`src/design/tpt_pkg.sv`:
```
package tpt_pkg;

  localparam int TEMP_W   = 12;
  localparam int HYST_W   = 8;
  localparam int PERIOD_W = 8;
  localparam int GAIN_W   = 16;
  localparam int PHASE_W  = 9;
  localparam int CFG_IDX_W = 2;
  localparam int CFG_DATA_W = 16;

  // error (12 bit, floored) times Q8 gain; Q4 and Q8 fractions drop out at bit 12
  localparam int ERR_W  = TEMP_W;
  localparam int PROD_W = ERR_W + GAIN_W;
  localparam int FRAC_W = 12;

  localparam logic signed [TEMP_W-1:0] SETPOINT_RESET = 12'sd720;
  localparam logic [HYST_W-1:0]        HYST_RESET     = 8'd16;
  localparam logic [PERIOD_W-1:0]      PERIOD_RESET   = 8'd100;
  localparam logic [GAIN_W-1:0]        GAIN_RESET     = 16'd448;

  typedef enum logic [CFG_IDX_W-1:0] {
    REG_SETPOINT = 2'd0,
    REG_HYST     = 2'd1,
    REG_PERIOD   = 2'd2,
    REG_GAIN     = 2'd3
  } cfg_reg_t;

  typedef enum logic [1:0] {
    MODE_COOLING  = 2'd0,
    MODE_HEAT_ON  = 2'd1,
    MODE_HEAT_OFF = 2'd2
  } mode_t;

  typedef struct packed {
    logic signed [TEMP_W-1:0] setpoint;
    logic [HYST_W-1:0]        hysteresis;
    logic [PERIOD_W-1:0]      period_ticks;
    logic [GAIN_W-1:0]        gain;
  } cfg_t;

  typedef struct packed {
    logic [PERIOD_W-1:0] on_time;
    logic [PERIOD_W-1:0] rest_time;
  } period_t;

endpackage

```
`src/design/tpt_ifs.sv`:
```
interface tpt_sample_if;
  logic                               valid;
  logic                               ready;
  logic signed [tpt_pkg::TEMP_W-1:0]  temperature;

  modport source (output valid, output temperature, input ready);
  modport sink   (input valid, input temperature, output ready);
endinterface

interface tpt_result_if;
  logic                             valid;
  logic                             ready;
  logic                             heater_on;
  logic [1:0]                       mode;
  logic [tpt_pkg::PERIOD_W-1:0]     on_ticks;

  modport source (output valid, output heater_on, output mode, output on_ticks, input ready);
  modport sink   (input valid, input heater_on, input mode, input on_ticks, output ready);
endinterface

interface tpt_cfg_if;
  logic                               valid;
  logic                               ready;
  logic [tpt_pkg::CFG_IDX_W-1:0]      index;
  logic [tpt_pkg::CFG_DATA_W-1:0]     data;

  modport source (output valid, output index, output data, input ready);
  modport sink   (input valid, input index, input data, output ready);
endinterface

```
`src/design/tpt_cfg_regs.sv`:
```
module tpt_cfg_regs (
  input  logic          clk,
  input  logic          rst,
  tpt_cfg_if.sink       cfg,
  output tpt_pkg::cfg_t regs
);
  import tpt_pkg::*;

  assign cfg.ready = 1'b1;

  always_ff @(posedge clk) begin
    if (rst) begin
      regs.setpoint     <= SETPOINT_RESET;
      regs.hysteresis   <= HYST_RESET;
      regs.period_ticks <= PERIOD_RESET;
      regs.gain         <= GAIN_RESET;
    end else if (cfg.valid) begin
      unique case (cfg_reg_t'(cfg.index))
        REG_SETPOINT: regs.setpoint     <= signed'(cfg.data[TEMP_W-1:0]);
        REG_HYST:     regs.hysteresis   <= cfg.data[HYST_W-1:0];
        REG_PERIOD:   regs.period_ticks <= cfg.data[PERIOD_W-1:0];
        REG_GAIN:     regs.gain         <= cfg.data[GAIN_W-1:0];
        default: ;
      endcase
    end
  end

endmodule

```
`src/design/tpt_period_calc.sv`:
```
module tpt_period_calc (
  input  logic signed [tpt_pkg::TEMP_W-1:0] temperature,
  input  tpt_pkg::cfg_t                     regs,
  output tpt_pkg::period_t                  period
);
  import tpt_pkg::*;

  logic signed [TEMP_W:0]      err;
  logic [ERR_W-1:0]            err_pos;
  logic [PROD_W-1:0]           prod;
  logic [PROD_W-FRAC_W-1:0]    scaled;
  logic [PERIOD_W-1:0]         on_time;

  always_comb begin
    err = (TEMP_W+1)'(regs.setpoint) - (TEMP_W+1)'(temperature);
    // above setpoint gives no on time
    err_pos = err[TEMP_W] ? '0 : err[ERR_W-1:0];
    prod    = PROD_W'(err_pos) * PROD_W'(regs.gain);
    scaled  = prod[PROD_W-1:FRAC_W];
    on_time = (scaled > (PROD_W-FRAC_W)'(regs.period_ticks)) ? regs.period_ticks
                                                             : scaled[PERIOD_W-1:0];
    period.on_time   = on_time;
    period.rest_time = regs.period_ticks - on_time;
  end

endmodule

```
`src/design/time_proportional_thermostat.sv`:
```
// Time-proportional thermostat. Each sample beat is one control tick carrying a
// Q4 temperature; each tick yields exactly one result beat with heater drive, mode
// and the on time of the current modulation period. The block takes one tick per
// clock cycle while the result side does not stall. A tick goes into a sample
// register; from there the mode and counter update with the on-time multiply fills
// the result register, which offers its result beat; while the result side stalls
// the tick waits. The tick-to-tick dependency is only through the mode, phase
// counter and period registers, updated as a tick leaves the sample register.
// Configuration writes are taken in any cycle and must only happen while no tick
// is in flight; new period or gain values apply at the next start of an on phase.
module time_proportional_thermostat (
  input  logic        clk,
  input  logic        rst,
  tpt_sample_if.sink  sample,
  tpt_result_if.source result,
  tpt_cfg_if.sink     cfg
);
  import tpt_pkg::*;

  cfg_t    regs;
  period_t period;

  logic                     s1_valid;
  logic signed [TEMP_W-1:0] s1_temp;
  logic                     res_free;
  logic                     s1_move;

  mode_t                      mode, mode_next;
  logic signed [PHASE_W-1:0]  phase, phase_next, phase_dec;
  logic [PERIOD_W-1:0]        on_time, on_time_next;
  logic [PERIOD_W-1:0]        rest_time, rest_time_next;

  logic signed [TEMP_W+2:0]   temp2, sp2_half, sp_low;

  tpt_cfg_regs u_cfg (
    .clk  (clk),
    .rst  (rst),
    .cfg  (cfg),
    .regs (regs)
  );

  tpt_period_calc u_period (
    .temperature (s1_temp),
    .regs        (regs),
    .period      (period)
  );

  assign res_free     = !result.valid || result.ready;
  assign s1_move      = s1_valid && res_free;
  assign sample.ready = !s1_valid || res_free;

  always_ff @(posedge clk) begin
    if (rst) begin
      s1_valid <= 1'b0;
    end else if (sample.ready) begin
      s1_valid <= sample.valid;
    end
    if (sample.valid && sample.ready) begin
      s1_temp <= sample.temperature;
    end
  end

  always_comb begin
    temp2    = (TEMP_W+3)'(s1_temp) <<< 1;
    // exact half band: 2*temp >= 2*setpoint - hysteresis
    sp2_half = ((TEMP_W+3)'(regs.setpoint) <<< 1) - (TEMP_W+3)'({1'b0, regs.hysteresis});
    sp_low   = (TEMP_W+3)'(regs.setpoint) - (TEMP_W+3)'({1'b0, regs.hysteresis});
    phase_dec = phase - PHASE_W'(1);

    mode_next      = mode;
    phase_next     = phase;
    on_time_next   = on_time;
    rest_time_next = rest_time;

    unique case (mode)
      MODE_HEAT_ON: begin
        phase_next = phase_dec;
        if (phase_dec <= 0) begin
          mode_next  = MODE_HEAT_OFF;
          phase_next = signed'(PHASE_W'(rest_time));
        end else if (temp2 >= sp2_half) begin
          mode_next = MODE_COOLING;
        end
      end
      MODE_HEAT_OFF: begin
        phase_next = phase_dec;
        if (phase_dec <= 0) begin
          mode_next      = MODE_HEAT_ON;
          on_time_next   = period.on_time;
          rest_time_next = period.rest_time;
          phase_next     = signed'(PHASE_W'(period.on_time));
        end else if (s1_temp >= regs.setpoint) begin
          mode_next = MODE_COOLING;
        end
      end
      default: begin
        mode_next = MODE_COOLING;
        if ((TEMP_W+3)'(s1_temp) < sp_low) begin
          mode_next      = MODE_HEAT_ON;
          on_time_next   = period.on_time;
          rest_time_next = period.rest_time;
          phase_next     = signed'(PHASE_W'(period.on_time));
        end
      end
    endcase
  end

  always_ff @(posedge clk) begin
    if (rst) begin
      mode         <= MODE_COOLING;
      phase        <= '0;
      on_time      <= PERIOD_RESET;
      rest_time    <= PERIOD_RESET;
      result.valid <= 1'b0;
    end else begin
      if (res_free) begin
        result.valid <= s1_valid;
      end
      if (s1_move) begin
        mode      <= mode_next;
        phase     <= phase_next;
        on_time   <= on_time_next;
        rest_time <= rest_time_next;
      end
    end
    if (s1_move) begin
      result.heater_on <= (mode_next == MODE_HEAT_ON);
      result.mode      <= mode_next;
      result.on_ticks  <= on_time_next;
    end
  end

`ifndef SYNTH
  // a tick in the sample register always lands in the result register next
  a_tick_lands: assert property (@(posedge clk) disable iff (rst)
    s1_move |=> result.valid)
    else $error("tick lost between sample and result register");

  // input only stalls when both stages are full and the output is stalled
  a_stall_cause: assert property (@(posedge clk) disable iff (rst)
    !sample.ready |-> (s1_valid && result.valid && !result.ready))
    else $error("sample stalled without back-pressure");

  // the phase counter never runs below one tick past zero
  a_phase_floor: assert property (@(posedge clk) disable iff (rst)
    phase >= -9'sd1)
    else $error("phase counter underflow");
`endif

endmodule
```
`src/flat_wrapper.sv`:
```
// flat-port wrapper written by rule: the top's interface ports become plain ports
module time_proportional_thermostat_flat import tpt_pkg::*;
  (clk, rst, sample_valid, sample_temperature, sample_ready, result_valid, result_heater_on, result_mode, result_on_ticks, result_ready, cfg_valid, cfg_index, cfg_data, cfg_ready);
  tpt_sample_if sample_i ();
  tpt_result_if result_i ();
  tpt_cfg_if cfg_i ();
  input  logic clk;
  input  logic rst;
  input wire logic [$bits(sample_i.valid)-1:0] sample_valid;
  input wire logic [$bits(sample_i.temperature)-1:0] sample_temperature;
  output wire logic [$bits(sample_i.ready)-1:0] sample_ready;
  output wire logic [$bits(result_i.valid)-1:0] result_valid;
  output wire logic [$bits(result_i.heater_on)-1:0] result_heater_on;
  output wire logic [$bits(result_i.mode)-1:0] result_mode;
  output wire logic [$bits(result_i.on_ticks)-1:0] result_on_ticks;
  input wire logic [$bits(result_i.ready)-1:0] result_ready;
  input wire logic [$bits(cfg_i.valid)-1:0] cfg_valid;
  input wire logic [$bits(cfg_i.index)-1:0] cfg_index;
  input wire logic [$bits(cfg_i.data)-1:0] cfg_data;
  output wire logic [$bits(cfg_i.ready)-1:0] cfg_ready;
  assign sample_i.valid = sample_valid;
  assign sample_i.temperature = sample_temperature;
  assign sample_ready = sample_i.ready;
  assign result_valid = result_i.valid;
  assign result_heater_on = result_i.heater_on;
  assign result_mode = result_i.mode;
  assign result_on_ticks = result_i.on_ticks;
  assign result_i.ready = result_ready;
  assign cfg_i.valid = cfg_valid;
  assign cfg_i.index = cfg_index;
  assign cfg_i.data = cfg_data;
  assign cfg_ready = cfg_i.ready;
  time_proportional_thermostat u_core (.clk(clk), .rst(rst), .sample(sample_i), .result(result_i), .cfg(cfg_i));
endmodule
```
`config.mk`:
```
export PLATFORM = sky130hd
export DESIGN_NAME = time_proportional_thermostat_flat
export DESIGN_NICKNAME = d
export VERILOG_FILES = /design/src/design/tpt_pkg.sv /design/src/design/tpt_ifs.sv /design/src/design/tpt_cfg_regs.sv /design/src/design/tpt_period_calc.sv /design/src/design/time_proportional_thermostat.sv /design/src/flat_wrapper.sv
export SDC_FILE = /design/constraint.sdc
export NUM_CORES = 1
export LEC_CHECK = 0
export BUFFER_PORTS_ARGS = -buffer_cell sky130_fd_sc_hd__buf_4
export CAP_MARGIN = 20
export CORE_MARGIN = 5
export CORE_UTILIZATION = 65
export DETAILED_ROUTE_END_ITERATION = 8
export GPL_ROUTABILITY_DRIVEN = 1
export PLACE_DENSITY = 0.83
export SETUP_SLACK_MARGIN = 0.05
export SLEW_MARGIN = 0
export SYNTH_ARGS = -nofsm -noshare
export SYNTH_HDL_FRONTEND = slang
export SYNTH_SLANG_ARGS = --single-unit
```
`constraint.sdc`:
```
create_clock -name clk -period 29 [get_ports clk]
set_input_delay 2.9 -clock clk [delete_from_list [all_inputs] [get_ports clk]]
set_output_delay 2.9 -clock clk [all_outputs]
set_load 0.005 [all_outputs]
```
Yosys cells after proc, flatten, opt, wreduce, memory -nomap -nowiden. Index checks and enable logic that the tools add are counted.

Flip-flop bits (word level): 96. Word-level logic and storage cells: 66. Output and inout bits: 14. Bits of input ports: 35.

Equality and inequality tests: 7. Reduce and logical (&&, ||, !) cells: 15. Magnitude comparators: 5. $mul: 1. Add/sub/neg operators: 5. Muxes and demuxes: 18. Bitwise operators: 1.

Operators with widths (count): 8-bit 2-to-1 mux (5); 8-bit case mux with 2 select lines (2); 12-bit by 16-bit multiplier with 28-bit output (1); 9-bit 2-to-1 mux (3); 9-bit case mux with 2 select lines (1); 16-bit by 8-bit greater-than comparator with 1-bit output (1); 13-bit by 14-bit greater-or-equal comparator with 1-bit output (1); 13-bit by 9-bit subtractor with 14-bit output (1); 12-bit by 13-bit less-than comparator with 1-bit output (1); 12-bit by 12-bit subtractor with 13-bit output (1); 12-bit by 9-bit subtractor with 13-bit output (1); 12-bit greater-or-equal comparator (1); 12-bit 2-to-1 mux (1); 2-bit AND reduction (5); 9-bit by 1-bit less-or-equal comparator with 1-bit output (second input constant) (1); 9-bit by 2-bit subtractor with 9-bit output (second input constant) (1); 2-bit 2-to-1 mux (4); 8-bit subtractor (1); 2-bit by 1-bit == test with 1-bit output (second input constant) (3); 2-bit == test (second input constant) (3); 2-bit case mux with 2 select lines (1); 4-bit AND reduction (1); 3-bit nonzero test (1); 1-bit logical AND (2); 7 further kinds (9).

Logic depth before layout (Yosys ltp).
Depth after elaboration: 8. Gate-level depth with buffers: 54. Gate-level depth less buffers: 51.

Cells and area by module. A second synthesis with hierarchy kept.

Cell total of the unflattened synthesis: 1621. Area, all modules: 13704.4 um^2.

Modules (own cells, without submodules): tpt_period_calc (times used 1, cells each 974, area an instance 7688.6 um^2, sequential area each 0.0 um^2); time_proportional_thermostat (times used 1, cells each 468, area an instance 4170.2 um^2, sequential area each 1271.2 um^2); tpt_cfg_regs (times used 1, cells each 179, area an instance 1845.5 um^2, sequential area each 880.8 um^2).

Worst setup path before layout. Ideal clock, no wire load.

Kind: reg-to-reg. Start point: register u_core.s1_temp[0]. End point: register u_core.rest_time[6]. Setup slack: 18.012 ns. Arrival: 10.861 ns. Required time: 28.873 ns. Setup time: 0.127 ns. Path buffers: 5. Stages on the path, launching flop included: 49. Period minus slack after synthesis: 10.988 ns. Cell sequence: edfxtp_1 -> ha_1 -> fa_1 -> nor2b_1 -> o311ai_1 -> and3b_1 -> buf_4 -> buf_4 -> or2_2 -> clkbuf_1 -> nor3_1 -> clkbuf_1 -> nand2_1 -> fa_1 -> fa_1 -> inv_1 -> fa_1 -> fa_1 -> (+13 left out) -> o21ai_0 -> o2bb2ai_1 -> a221oi_2 -> and3_1 -> buf_4 -> nand2_1 -> o21ai_2 -> ha_1 -> inv_1 -> ha_1 -> inv_1 -> o211ai_1 -> maj3_1 -> o211ai_1 -> a31oi_1 -> o21ai_1 -> and3_1 -> o31ai_1.

Word-level cells in the longest chain between the ends: 8. Elaborated cells on any way between the ends: 12. Classes of those cells: add/sub: 2; mul: 1; order compare: 2; mux: 5; reduce/logical: 2.

Ends and longest elaborated chain: start, declared (line time_proportional_thermostat.sv:24) `logic signed [TEMP_W-1:0] s1_temp;`; start signal, assigned (line time_proportional_thermostat.sv:59) `s1_temp <= sample.temperature;`; 12-bit by 12-bit subtractor with 13-bit output (line tpt_period_calc.sv:15) `err = (TEMP_W+1)'(regs.setpoint) - (TEMP_W+1)'(temperature);`; 12-bit 2-to-1 mux (line tpt_period_calc.sv:17) `err_pos = err[TEMP_W] ? '0 : err[ERR_W-1:0];`; 12-bit by 16-bit multiplier with 28-bit output (line tpt_period_calc.sv:18) `prod = PROD_W'(err_pos) * PROD_W'(regs.gain);`; 16-bit by 8-bit greater-than comparator with 1-bit output (line tpt_period_calc.sv:20) `on_time = (scaled > (PROD_W-FRAC_W)'(regs.period_ticks)) ? regs.period_ticks`; 8-bit 2-to-1 mux (line tpt_period_calc.sv:20); 8-bit subtractor (line tpt_period_calc.sv:23) `period.rest_time = regs.period_ticks - on_time;`; 8-bit 2-to-1 mux, on equally long branches (line time_proportional_thermostat.sv:98, time_proportional_thermostat.sv:87); 8-bit case mux with 2 select lines (line time_proportional_thermostat.sv:75) `unique case (mode)`; end signal, assigned (line time_proportional_thermostat.sv:123) `rest_time <= rest_time_next;`; end, declared (line time_proportional_thermostat.sv:31) `logic [PERIOD_W-1:0] rest_time, rest_time_next;`.

Several ways; a longest one is shown, not always the timed one. The select of a mux whose other input is x is not followed. A chain may end at the register's enable or synchronous reset.

Final worst setup path.
Start point: register, netlist name u_core.u_cfg.regs[32]. End point: register u_core.rest_time[6].

Word-level cells in the longest chain between the ends: 8. Elaborated cells on any way between the ends: 13. Classes of those cells: add/sub: 3; mul: 1; order compare: 2; mux: 5; reduce/logical: 2.

Ends and longest elaborated chain (line): 12-bit by 12-bit subtractor with 13-bit output (tpt_period_calc.sv:15); 12-bit 2-to-1 mux (tpt_period_calc.sv:17); 12-bit by 16-bit multiplier with 28-bit output (tpt_period_calc.sv:18); 16-bit by 8-bit greater-than comparator with 1-bit output (tpt_period_calc.sv:20); 8-bit 2-to-1 mux (tpt_period_calc.sv:20); 8-bit subtractor (tpt_period_calc.sv:23); 8-bit 2-to-1 mux, on equally long branches (time_proportional_thermostat.sv:98, time_proportional_thermostat.sv:87); 8-bit case mux with 2 select lines (time_proportional_thermostat.sv:75).

Several ways; a longest one is shown, not always the timed one. The select of a mux whose other input is x is not followed.

==> flow_metrics.py <==
metrics = {
    "grt": {
        "grt_pass1_vias": 11799,
        "antenna_found_initial": 0,
        "overflow": 0,
        "grt_pass1_wl_um": 57300,
        "grt_start_max_net_pins": 55,
        "grt_usage_pct": 29.8,
    },
    "layout": {
        "nets": 1940,
        "fill_cells": 1683,
        "drive_gt1_share_pct": 6.34,
        "mostFrequentLayoutCells": "nand2_1 (301), inv_1 (235), fa_1 (142)",
        "layout-area-overhead-vs-synth_pct": 6.27,
        "final_common_cell": "nand2_1",
        "insertedDiodeCount": 0,
        "final_util_pct": 69.5,
    },
    "yosys": {
        "synth.largest_area_cell": "fa_1",
        "ys_seq_area_share_pct": 16.4,
        "async_flop_share_pct": 0,
        "synthCells": 1637,
        "syn_area_mm2": 0.0131,
        "synth_warnings": 0,
        "ys.flop_type": "dfxtp_1",
        "synth_top_area_share_pct": 21.7,
        "postSynthAreaPerCell_um2": 8.01,
        "synth_area_leaders": "fa_1 (22%), ha_1 (12%), dfxtp_1 (11%)",
        "synth_edf_count": 23,
        "synthesis.nets": 1942,
        "synth_cell_types": 89,
        "yosys_register_bits": 96,
    },
    "power_and_ir_drop": {
        "leakage_nw": 6.48,
        "max-vdd-ir-drop_uv": 48.6,
        "cellPowerDensity_mw_per_mm2": 65.6,
    },
    "critical_path": {
        "crit_top_cell": "fa_1",
        "path_class": "flop to flop",
        "rrSetupSlack_ps": 16490,
        "startpoint_type": "flop",
        "reg2reg_to": "u_core.rest_time[6]",
        "crit_path_max_fanout": 18,
        "crit_arrival_ps": 12750,
        "worst_path_max_delay_cell": "fa_1",
        "worstPathRequired_ps": 29240,
        "timing.rr.start": "u_core.u_cfg.regs[32]",
        "r2r_cells": 45,
        "slowest_delay_ps": 550,
        "end_kind": "flop",
    },
    "cts": {
        "root_buffer": "clkbuf_16",
        "cts_made_buffers": 9,
        "postCtsHoldBufs": 0,
        "cts.htree.levels": 3,
        "cts_resized": 0,
        "clock-sinks": 96,
        "cts_tree": "built",
        "cts_setup_buffers": 0,
        "clock_latency_ps": 360,
        "clk_pin_slew_ps": 70,
        "clockBufferDepth": 2,
    },
    "detailed_routing": {
        "drt-total-wl_um": 34400,
        "detail-route-antenna-nets": 0,
        "drc": 0,
        "via_per_inst": 6.04,
        "drt_pre_antenna_iters": 6,
        "vias": 11535,
        "wl_per_cell_um": 18.0,
        "drt-initial-drc-count": 904,
    },
    "place": {
        "place_congestion": 1.00,
        "portBuffers": 47,
        "dp_hpwl_um": 27100,
    },
    "timing": {
        "slew_headroom_pct": 33.4,
        "tightest_slew_ps": 995,
        "drv_slew": 0,
        "rsz0062_at_grt": "false",
        "fmax_ghz": 0.0799,
        "finalWorstPathRequiredPeriod_ps": 12510,
        "finalSetupViolCount": 0,
        "finalCritPeriodShare_pct": 43.1,
        "fin_setup_tns_ps": 0,
        "hold_viol": 0,
        "hold_ws_ps": 460,
        "fin_skew_ps": 11.9,
    },
    "die": {
        "dieArea_mm2": 0.0231,
        "die_height_um": 152,
        "dieWidth_um": 152,
        "ios": 49,
        "core_area_mm2": 0.0200,
        "initial_utilization_pct": 65.4,
        "num_rows": 52,
    },
    "worst_hold_path": {
        "hold_start": "u_core.u_cfg.regs[26]",
        "worstHoldEndpoint": "u_core.u_cfg.regs[26]",
        "min_path_cells": 2,
        "hold_path_class": "flop to flop",
    },
    "job": {
        "drv_cap": 0,
    },
    "status": {
        "status": "complete, no violations",
    },
}
[state kept, by name, indices dropped and copies added (netlist names), 2 cells and up]
register                flops
u_core.phase                9
u_core.s1_temp             12
u_core.result.mode          2
u_core.rest_time            8
u_core.mode                 2
u_core.on_time              8
u_core.result.on_ticks      8
u_core.u_cfg.regs          44
[power breakdown]
| group | internal, mW | total, mW | switching (mW) |
|---|---|---|---|
| logic | 0.227 | 0.623 | 0.396 |
| clock network | 0.0777 | 0.132 | 0.0545 |
| registers | 0.148 | 0.159 | 0.0111 |
| total | 0.452 | 0.914 | 0.462 |
[area by class of cell]
cell class                 count  area [um^2]  share of cell area, %
inverter                     237          890                   6.39
sequential                    96         2150                   15.4
clock buffer                  13          283                   2.03
multi-input combinational   1233         9780                   70.2
timing repair buffer          58          443                   3.18
tap                          270          338                   2.43
clock inverter                 3         45.0                  0.323
[worst max-delay path by stage]
stage,startpoint,end,slack (ps),cells past startpoint
2_1_floorplan,u_core.s1_temp[0],u_core.rest_time[6],18010,48
3_3_place_gp,u_core.s1_temp[0],u_core.rest_time[6],16530,43
3_5_place_dp,u_core.s1_temp[1],u_core.rest_time[6],16730,48
4_1_cts,u_core.s1_temp[1],u_core.rest_time[6],16640,48
5_1_grt,u_core.s1_temp[1],u_core.rest_time[6],15610,48
6_report,u_core.u_cfg.regs[32],u_core.rest_time[6],16490,45
[per-layer routing]
| metal | wire (um) | vias up | GRT usage [%] |
|---|---|---|---|
| li1 | - | 5418 | - |
| met1 | 14000 | 5566 | 38.4 |
| met2 | 17100 | 470 | 52.2 |
| met3 | 2170 | 81 | 2.76 |
| met4 | 1130 | 0 | 11.3 |
| met5 | 0 | - | 0 |
[per-stage QoR]
stage | area, um^2 | worst slack (ps) | total power [mW] | std cells
after global placement | 13600 | 16530 | 0.758 | 1892
after global routing | 13900 | 15610 | 1.00 | 1910
final | 13900 | 16490 | 0.914 | 1910
after CTS | 13900 | 16640 | 0.904 | 1910
after detailed placement | 13600 | 16730 | 0.768 | 1894
after floorplan | 13100 | 18010 | 0.624 | 1637
[kinds of logic after synthesis]
| kind of cell | share of synthesized area [%] |
|---|---|
| xor+xnor | 3.07 |
| fa+ha+maj | 34.0 |
| compound gates | 16.0 |
| buf+inv | 8.97 |
| other cells | 0.0286 |
| flops | 16.4 |
| simple gates | 20.9 |
| mux | 0.563 |
[worst max-delay path, delay by kind of cell, from the launching register on]
kind	cells	cell delay (ps)
adders and majority gates	12	4760
and+or+nand+nor	11	3450
AOI/OAI and AO/OA	15	2630
buffers and inverters	6	660
xor gates and xnor gates	1	460
DFF	1	380
[cells in the mapped netlist (4+ instances only)]
master    number
a211o_1        6
edfxtp_1      23
and4_1         5
dfxtp_1       73
and2_1        66
o22ai_1        5
nor2b_1        9
a21o_1        14
nand4_1       14
a31oi_1        7
xor2_1        17
nor3b_1        5
a211oi_1      13
nand2b_1      16
nor4_1         9
fa_1         142
ha_1         128
nand2_1      301
or2_2          5
xnor2_1       29
o21a_1         9
mux2i_1        4
o21bai_1       7
a21oi_1      111
o211ai_1      22
nor3_1        15
o21ai_0       70
buf_4          5
a22o_1         4
nand3_1       33
inv_1        235
and3_1         9
o221ai_1       7
nor2_1        66
clkbuf_1      63
a22oi_1        7
or3_1          5
o31ai_1        5
Note: power is estimated with default switching activity, not from simulation.
